===== config.mk =====
export PLATFORM = sky130hd
export DESIGN_NAME = battery_cell_frame_monitor_top
export DESIGN_NICKNAME = d
export VERILOG_FILES = /design/src/rtl/core/bcfm_pkg.sv /design/src/rtl/core/battery_cell_frame_monitor_top.sv
export SDC_FILE = /design/constraint.sdc
export NUM_CORES = 1
export LEC_CHECK = 0
export BUFFER_PORTS_ARGS = -buffer_cell sky130_fd_sc_hd__buf_2
export CAP_MARGIN = 20
export CORE_MARGIN = 2
export CORE_UTILIZATION = 53
export CTS_CLUSTER_SIZE = 24
export DETAILED_ROUTE_END_ITERATION = 8
export GPL_TIMING_DRIVEN = 0
export PLACE_DENSITY = 0.78
export SETUP_SLACK_MARGIN = 0.02
export SYNTH_ARGS = -nofsm -noshare
export SYNTH_HDL_FRONTEND = slang
export SYNTH_SLANG_ARGS = --single-unit

===== constraint.sdc =====
create_clock -name clk -period 5.6 [get_ports clk]
set_input_delay 1.4 -clock clk [delete_from_list [all_inputs] [get_ports clk]]
set_output_delay 1.4 -clock clk [all_outputs]
set_load 0.01 [all_outputs]

===== src/rtl/core/bcfm_pkg.sv =====
package bcfm_pkg;

	// Data byte and identifier types
	typedef logic [7:0]  byte_t;
	typedef logic [28:0] can_id_t;
	typedef logic [2:0]  byte_pos_t;

	// Configuration register indexes
	typedef enum logic [2:0] {
		CFG_MIN_HIGH_INDEX = 3'd0,
		CFG_MIN_LOW_INDEX  = 3'd1,
		CFG_MAX_HIGH_INDEX = 3'd2,
		CFG_MAX_LOW_INDEX  = 3'd3,
		CFG_PUMP_STATUS_ID = 3'd4
	} cfg_reg_t;

	// Configuration reset values
	localparam byte_pos_t MIN_HIGH_RST = 3'd2;
	localparam byte_pos_t MIN_LOW_RST  = 3'd3;
	localparam byte_pos_t MAX_HIGH_RST = 3'd4;
	localparam byte_pos_t MAX_LOW_RST  = 3'd5;
	localparam can_id_t   PUMP_ID_RST  = 29'h18FF0300;

	// Identifier fields
	localparam logic [20:0] SUMMARY_PREFIX = 21'h18FF0E; // id[28:8] of a summary frame
	localparam logic [3:0]  FAMILY_NIBBLE  = 4'hE;       // id[11:8] of the summary family
	localparam logic [12:0] TYPE_PREFIX    = 13'h18FF;   // id[28:16] of typed module frames

	// Fixed result widths
	localparam int COV_W   = 36;
	localparam int STALE_W = 3;

endpackage


===== src/rtl/core/battery_cell_frame_monitor_top.sv =====
// Battery cell frame monitor.
// Input channel: one received CAN frame per request (frame_id, byte0..byte7, now_ms),
// taken when in_valid is high and in_stall is low.
// Output channel: one result per frame (pack lowest/highest cell, coverage masks,
// stale-counter clear mask, ghost flag, updated module, pump decode), taken when
// out_valid is high and out_stall is low.
// Configuration channel: cfg_valid/cfg_ready with cfg_index and cfg_data; cfg_ready
// is always high. Write it only while no frame is in flight.
// The request passes through one input register, then the state and result registers.
// A new frame can be taken every cycle while the receiver does not stall; the single
// compare-and-select pass from the input register to the state registers sets that.
// When the receiver stalls, the result holds, the input register fills and in_stall
// rises once it holds a frame. Reset clears all stored module values, masks, flags,
// pump decode and pack values to zero and loads the configuration reset values.
module battery_cell_frame_monitor_top import bcfm_pkg::*; #(
	parameter int MODULES     = 3,
	parameter int CELL_STRIDE = 32,
	parameter int FRAME_TYPES = 12
) (
	input  logic        clk,
	input  logic        arst_n,
	// Configuration write channel
	input  logic        cfg_valid,
	output logic        cfg_ready,
	input  logic [2:0]  cfg_index,
	input  logic [28:0] cfg_data,
	// Frame input channel
	input  logic        in_valid,
	output logic        in_stall,
	input  logic [28:0] frame_id,
	input  logic [7:0]  byte0,
	input  logic [7:0]  byte1,
	input  logic [7:0]  byte2,
	input  logic [7:0]  byte3,
	input  logic [7:0]  byte4,
	input  logic [7:0]  byte5,
	input  logic [7:0]  byte6,
	input  logic [7:0]  byte7,
	input  logic [31:0] now_ms,
	// Result channel
	output logic        out_valid,
	input  logic        out_stall,
	output logic [15:0] lowest_volt,
	output logic [8:0]  lowest_cell,
	output logic [15:0] highest_volt,
	output logic [8:0]  highest_cell,
	output logic [35:0] coverage_bits,
	output logic [2:0]  stale_clear,
	output logic        ghost_flag,
	output logic [1:0]  updated_module,
	output logic [3:0]  pump_state,
	output logic [15:0] pump_speed,
	output logic [3:0]  pump_fault_bits
);

	localparam int SEEN_W = MODULES * FRAME_TYPES;

	// Configuration registers
	byte_pos_t min_high_q, min_low_q, max_high_q, max_low_q;
	can_id_t   pump_id_q;

	// Input register
	logic      valid_s1;
	can_id_t   id_s1;
	byte_t     data_s1 [8];

	// Module and pack state
	logic [15:0] min_volt_q [MODULES];
	byte_t       min_cell_q [MODULES];
	logic [15:0] max_volt_q [MODULES];
	byte_t       max_cell_q [MODULES];
	logic [SEEN_W-1:0] seen_q;
	logic        ghost_q;
	logic [3:0]  pump_state_q;
	logic [15:0] pump_speed_q;
	logic [3:0]  pump_faults_q;
	logic [15:0] low_volt_q, high_volt_q;
	logic [8:0]  low_cell_q, high_cell_q;
	logic [MODULES-1:0] stale_q;
	logic [1:0]  updated_q;
	logic        out_valid_q;

	// Next values
	logic [15:0] min_volt_d [MODULES];
	byte_t       min_cell_d [MODULES];
	logic [15:0] max_volt_d [MODULES];
	byte_t       max_cell_d [MODULES];
	logic [SEEN_W-1:0] seen_d;
	logic        ghost_d;
	logic [15:0] low_volt_d, high_volt_d;
	logic [8:0]  low_cell_d, high_cell_d;
	logic [MODULES-1:0] stale_d;
	logic [1:0]  updated_d;
	logic [15:0] new_min, new_max;
	logic [15:0] scan_lo, scan_hi;
	logic [8:0]  scan_lo_cell, scan_hi_cell;
	logic [7:0]  frame_type, frame_mod;
	logic        summary_hit, family_hit, type_ok;
	logic        advance;

	// Widened views for fixed-width result ports
	logic [SEEN_W+COV_W-1:0]     cov_ext;
	logic [MODULES+STALE_W-1:0]  stale_ext;

	assign cfg_ready = 1'b1;
	assign advance   = !out_valid_q || !out_stall;
	assign in_stall  = valid_s1 && !advance;

	// Configuration writes; unknown indexes are dropped
	always_ff @(posedge clk or negedge arst_n) begin
		if (!arst_n) begin
			min_high_q <= MIN_HIGH_RST;
			min_low_q  <= MIN_LOW_RST;
			max_high_q <= MAX_HIGH_RST;
			max_low_q  <= MAX_LOW_RST;
			pump_id_q  <= PUMP_ID_RST;
		end else if (cfg_valid && cfg_ready) begin
			case (cfg_reg_t'(cfg_index))
				CFG_MIN_HIGH_INDEX: min_high_q <= cfg_data[2:0];
				CFG_MIN_LOW_INDEX:  min_low_q  <= cfg_data[2:0];
				CFG_MAX_HIGH_INDEX: max_high_q <= cfg_data[2:0];
				CFG_MAX_LOW_INDEX:  max_low_q  <= cfg_data[2:0];
				CFG_PUMP_STATUS_ID: pump_id_q  <= cfg_data;
				default: ;
			endcase
		end
	end

	// Capture the request into the input register
	always_ff @(posedge clk or negedge arst_n) begin
		if (!arst_n) begin
			valid_s1 <= 1'b0;
		end else if (!in_stall) begin
			valid_s1 <= in_valid;
		end
	end

	always_ff @(posedge clk) begin
		if (in_valid && !in_stall) begin
			id_s1      <= frame_id;
			data_s1[0] <= byte0;
			data_s1[1] <= byte1;
			data_s1[2] <= byte2;
			data_s1[3] <= byte3;
			data_s1[4] <= byte4;
			data_s1[5] <= byte5;
			data_s1[6] <= byte6;
			data_s1[7] <= byte7;
		end
	end

	// Decode the frame and work out the next state
	always_comb begin
		frame_type  = id_s1[15:8];
		frame_mod   = id_s1[7:0];
		summary_hit = (id_s1[28:8] == SUMMARY_PREFIX);
		family_hit  = (id_s1[11:8] == FAMILY_NIBBLE);
		type_ok     = (id_s1[28:16] == TYPE_PREFIX) && (frame_type != 8'd0)
		              && (frame_type <= 8'(FRAME_TYPES));
		new_min     = {data_s1[min_high_q], data_s1[min_low_q]};
		new_max     = {data_s1[max_high_q], data_s1[max_low_q]};

		// Store the summary of the addressed module
		updated_d = 2'd0;
		for (int m = 0; m < MODULES; m++) begin
			min_volt_d[m] = min_volt_q[m];
			min_cell_d[m] = min_cell_q[m];
			max_volt_d[m] = max_volt_q[m];
			max_cell_d[m] = max_cell_q[m];
			if (summary_hit && frame_mod == 8'(m + 1)) begin
				min_volt_d[m] = new_min;
				min_cell_d[m] = data_s1[0];
				max_volt_d[m] = new_max;
				max_cell_d[m] = data_s1[1];
				updated_d     = 2'(m + 1);
			end
		end

		// Scan the modules for pack extremes; on a tie the later module wins
		scan_lo      = min_volt_d[0];
		scan_lo_cell = {1'b0, min_cell_d[0]};
		scan_hi      = max_volt_d[0];
		scan_hi_cell = {1'b0, max_cell_d[0]};
		for (int m = 1; m < MODULES; m++) begin
			if (min_volt_d[m] <= scan_lo) begin
				scan_lo      = min_volt_d[m];
				scan_lo_cell = {1'b0, min_cell_d[m]} + 9'(m * CELL_STRIDE);
			end
			if (max_volt_d[m] >= scan_hi) begin
				scan_hi      = max_volt_d[m];
				scan_hi_cell = {1'b0, max_cell_d[m]} + 9'(m * CELL_STRIDE);
			end
		end

		// Refresh pack values only on summary-family frames
		low_volt_d  = low_volt_q;
		low_cell_d  = low_cell_q;
		high_volt_d = high_volt_q;
		high_cell_d = high_cell_q;
		if (family_hit) begin
			low_volt_d  = scan_lo;
			low_cell_d  = scan_lo_cell;
			high_volt_d = scan_hi;
			high_cell_d = scan_hi_cell;
		end

		// Mark seen frame types and request stale clears
		seen_d  = seen_q;
		stale_d = '0;
		for (int m = 0; m < MODULES; m++) begin
			if (type_ok && frame_mod == 8'(m + 1)) begin
				stale_d[m] = 1'b1;
				for (int t = 0; t < FRAME_TYPES; t++) begin
					if (frame_type == 8'(t + 1)) begin
						seen_d[m * FRAME_TYPES + t] = 1'b1;
					end
				end
			end
		end

		// Raise the ghost flag for addresses past the last module
		ghost_d = ghost_q || (type_ok && frame_mod > 8'(MODULES));
	end

	// Advance the request into the state and result registers
	always_ff @(posedge clk or negedge arst_n) begin
		if (!arst_n) begin
			out_valid_q <= 1'b0;
			for (int m = 0; m < MODULES; m++) begin
				min_volt_q[m] <= '0;
				min_cell_q[m] <= '0;
				max_volt_q[m] <= '0;
				max_cell_q[m] <= '0;
			end
			seen_q        <= '0;
			ghost_q       <= 1'b0;
			pump_state_q  <= '0;
			pump_speed_q  <= '0;
			pump_faults_q <= '0;
			low_volt_q    <= '0;
			low_cell_q    <= '0;
			high_volt_q   <= '0;
			high_cell_q   <= '0;
			stale_q       <= '0;
			updated_q     <= '0;
		end else if (advance) begin
			out_valid_q <= valid_s1;
			if (valid_s1) begin
				min_volt_q  <= min_volt_d;
				min_cell_q  <= min_cell_d;
				max_volt_q  <= max_volt_d;
				max_cell_q  <= max_cell_d;
				seen_q      <= seen_d;
				ghost_q     <= ghost_d;
				low_volt_q  <= low_volt_d;
				low_cell_q  <= low_cell_d;
				high_volt_q <= high_volt_d;
				high_cell_q <= high_cell_d;
				stale_q     <= stale_d;
				updated_q   <= updated_d;
				// Decode the pump status frame
				if (id_s1 == pump_id_q) begin
					pump_state_q  <= data_s1[0][5:2];
					pump_speed_q  <= {data_s1[2], data_s1[1]};
					pump_faults_q <= data_s1[7][3:0];
				end
			end
		end
	end

	// Drive the result ports
	assign cov_ext   = {{COV_W{1'b0}}, seen_q};
	assign stale_ext = {{STALE_W{1'b0}}, stale_q};

	assign out_valid       = out_valid_q;
	assign lowest_volt     = low_volt_q;
	assign lowest_cell     = low_cell_q;
	assign highest_volt    = high_volt_q;
	assign highest_cell    = high_cell_q;
	assign coverage_bits   = cov_ext[COV_W-1:0];
	assign stale_clear     = stale_ext[STALE_W-1:0];
	assign ghost_flag      = ghost_q;
	assign updated_module  = updated_q;
	assign pump_state      = pump_state_q;
	assign pump_speed      = pump_speed_q;
	assign pump_fault_bits = pump_faults_q;

endmodule

==> qor.csv <==
metric;value;unit
CP endpoint kind;flop;
hold worst-path end;coverage_bits[32]$_DFFE_PN0P_;
skew final;0.0432;ns
combinational share of power;16.7;%
CP required;6.07;ns
commonest non-fill, non-tap cell in the layout;dfrtp_1;
Yosys top cell area share;35.1;%
DR vias/cell;6.30;
EDFF count, synth;93;
Clock H-tree levels;2;
PwrDens;285;nW/um2
Worst Hold Depth;1;
Tcrit/Tclk final;109;%
Max Transition Viols Final;0;
total track usage;33.3;%
top_reg_cell synth;dfrtp_1;
Max IR drop VDD;0.000349;V
Pre-Repair DR Iteration Count;8;
layout cell share with drive strength beyond 1;40.8;%
Clock Path Buffers;3;
Post-DP HPWL;45100;um
main area contributors after synthesis;dfrtp_1 (35%), edfxtp_1 (14%), mux2_2 (8.8%);
Util after Layout;69.9;%
GP Congestion;0.971;
cell-internal power;5.38;mW
flop2flop setup slack;-0.48;ns
Max Cap Viol;0;
DRC;0;
status;finished, violations left;
CTS tree;built;
Starting Density;53.9;%
vias in the first global route;17100;
first-pass GRT wire length;99300;um
crit path max fanout;10;
Die H;200;um
CTS sink cnt;396;
worst hold slack;0.452;ns
crit start category;flop;
Clock Power Share;39.3;%
initial DRC count;1901;
routed len/inst;25.1;um
initial antenna violation count;7;
critical path arrival;6.55;ns
Switching Fraction;28.2;%
Slew Limit Headroom;25.2;%
sequential element share of the synthesized area;51.2;%
failing checks;negative setup slack;
reg2reg end;lowest_cell[1]$_DFFE_PN0P_;
kind of critical path;flop to flop;
area grow syn2layout;29.6;%
R2R cell count;23;
Peak Freq;164;MHz
Post-Syn Nets;2010;
Reg-to-Reg Start;min_low_q[0]$_DFFE_PN1P_;
RSZ-0062 raised after global routing;true;
Post-synth ARST share;76.5;%
Routed Antenna Nets;0;
Die Wd;200;um
CTS buffer count;42;
Total Wirelength;67700;um
total die area;39900;um2
largest net degree at the start of global routing;113;
Worst-path clk slew;0.06;ns
final hold violation count;0;
Cell variety after synth;64;
post-synthesis register bit count;396;
Final min period;6.08;ns
Rows;71;
Total Nets Final;2383;
Leak Pwr;12.1;nW
port bufs;247;
Clock Latency Late Sink;0.59;ns
I/O pin cnt;281;
most frequent cells in the layout;dfrtp_1 (283), nand2_1 (275), buf_2 (257);
syn_area_per_cell;11.4;um2
Worst Setup Slack, final;-0.481;ns
core area;37700;um2
register share of total power;44.0;%
gr ovfl total;0;
Setup-failing EPs final;50;
P_sw;2.11;mW
Worst Hold Launch;coverage_bits[32]$_DFFE_PN0P_;
Yosys warnings;0;
Worst Max-Slew Pin Slew;1.12;ns
Design Power;7.50;mW
Post-Synthesis Cells;1780;
Root Buffer;clkbuf_16;
synthesized area;20300;um2
Synth area leader;dfrtp_1;
via count;17000;
Worst Hold Class;flop to flop;
per-layer routing:
layer | GRT usage (%) | share of wire [%]
met1 | 42.0 | 36
met2 | 52.5 | 46
met3 | 8.27 | 11
met4 | 19.2 | 6.6
met5 | 0 | 0.078
worst max-delay path, cell delays in order, from the launching register on:
cell and delay [ns]:
dfstp_2 0.72, buf_6 0.24, mux4_2 0.50, mux2i_1 0.51, nor2_1 0.14, a21oi_2 0.18, inv_1 0.07, ha_1 0.27
nand2_1 0.09, nor4_4 0.34, a211oi_2 0.13, a21oi_2 0.26, clkbuf_8 0.23, mux2_4 0.33, ha_4 0.29, nand4_1 0.15
nor3_4 0.25, o211ai_1 0.15, nand3_1 0.16, and2_4 0.24, and3_4 0.21, o311ai_4 0.10, buf_6 0.20, o21a_1 0.17
logic make-up (layout without fill, tap and decap cells):
logic type      after synthesis  after routing  synth area share, %
compound gates              327            327                 9.65
xor+xnor                     31             31                 1.34
fa+ha+maj                    68             68                 4.19
buf+inv                     157            561                 3.23
flops                       396            396                 51.2
mux                         298            298                 19.7
other cells                   1              5               0.0185
simple gates                502            502                 10.7
sequential cells by signal (all words and copies together), names as in the netlist, 16 cells and up:
| signal | cells |
|---|---|
| coverage_bits | 36 |
| data_s1 | 64 |
| highest_volt | 16 |
| id_s1 | 29 |
| lowest_volt | 16 |
| max_cell_q | 24 |
| max_volt_q | 48 |
| min_cell_q | 24 |
| min_volt_q | 48 |
| pump_id_q | 29 |
| pump_speed | 16 |
worst max-delay path by stage:
| stage | slack (ns) | to | cells past startpoint | start |
|---|---|---|---|---|
| 3_3_place_gp | -2.60 | coverage_bits[12]$_DFFE_PN0P_ | 1 | arst_n |
| 2_1_floorplan | 0.01 | lowest_cell[0]$_DFFE_PN0P_ | 25 | id_s1[14]$_DFFE_PP_ |
| 4_1_cts | -0.26 | lowest_cell[1]$_DFFE_PN0P_ | 27 | id_s1[15]$_DFFE_PP_ |
| 6_report | -0.48 | lowest_cell[1]$_DFFE_PN0P_ | 23 | min_low_q[0]$_DFFE_PN1P_ |
| 5_1_grt | -0.70 | lowest_cell[1]$_DFFE_PN0P_ | 24 | min_high_q[0]$_DFFE_PN0P_ |
| 3_5_place_dp | -1.85 | lowest_cell[4]$_DFFE_PN0P_ | 24 | min_high_q[1]$_DFFE_PN1P_ |
synthesized netlist by cell type, types with 5 or more instances:
cell and instances:
nand2b_1 6, mux2_1 9, and3_1 7, o21ai_0 111, nand4_1 18, nor4_1 5
xor2_1 11, dfstp_2 18, mux2_2 158, buf_2 18, a21o_1 30, inv_1 43
xnor2_1 20, o21a_1 11, buf_4 5, nand2_1 282, buf_1 11, nor2b_1 11
a21oi_1 96, nand3_1 16, a22o_1 24, dfrtp_1 285, edfxtp_1 93, o21ai_1 6
o22ai_1 10, nor3_1 7, clkbuf_1 77, mux4_2 64, ha_1 68, mux2i_1 66
nor2_1 119, o21bai_1 20
power by group through the flow:
stage          combinational, mW  sequential (mW)  clock (mW)
2_1_floorplan              0.673             3.27           0
4_1_cts                     1.16             3.30        2.95
3_3_place_gp                1.12             3.30           0
6_report                    1.25             3.30        2.95
3_5_place_dp                1.16             3.30           0
5_1_grt                     1.29             3.32        3.07
area by class of cell:
class                           instances  area (um2)
Timing Repair Buffer                  341        2220
Tap cell                              511         639
Inverter                               43         161
Antenna cell                            4        10.0
Fill cell                            2530       11300
Clock inverter                         27         355
Multi-Input combinational cell       1227       10800
Clock buffer                           48        1080
Buffer                                102         711
Sequential cell                       396       10400
what timing repair did:
action / 4_1_cts / 5_1_grt
setup buffers: 52 / 30
endpoints found under the setup margin: 50 / 50
hold buffers: 0 / 0
hold endpoints to repair: 0 / 0
gates cloned: 7 / 2
resized for setup: 309 / 108
pin swaps: 48 / 54
stage by stage:
step | area [um2] | setup slack, ns | instances | TNS (ns)
2_1_floorplan | 20400 | 0.0136 | 1780 | 0
3_3_place_gp | 22200 | -2.60 | 2538 | -812.27
3_5_place_dp | 22300 | -1.85 | 2541 | -74.68
4_1_cts | 25600 | -0.257 | 2667 | -5.94
5_1_grt | 26300 | -0.700 | 2699 | -24.59
6_report | 26300 | -0.481 | 2699 | -14.48
Power figures use the tool's default switching activity.
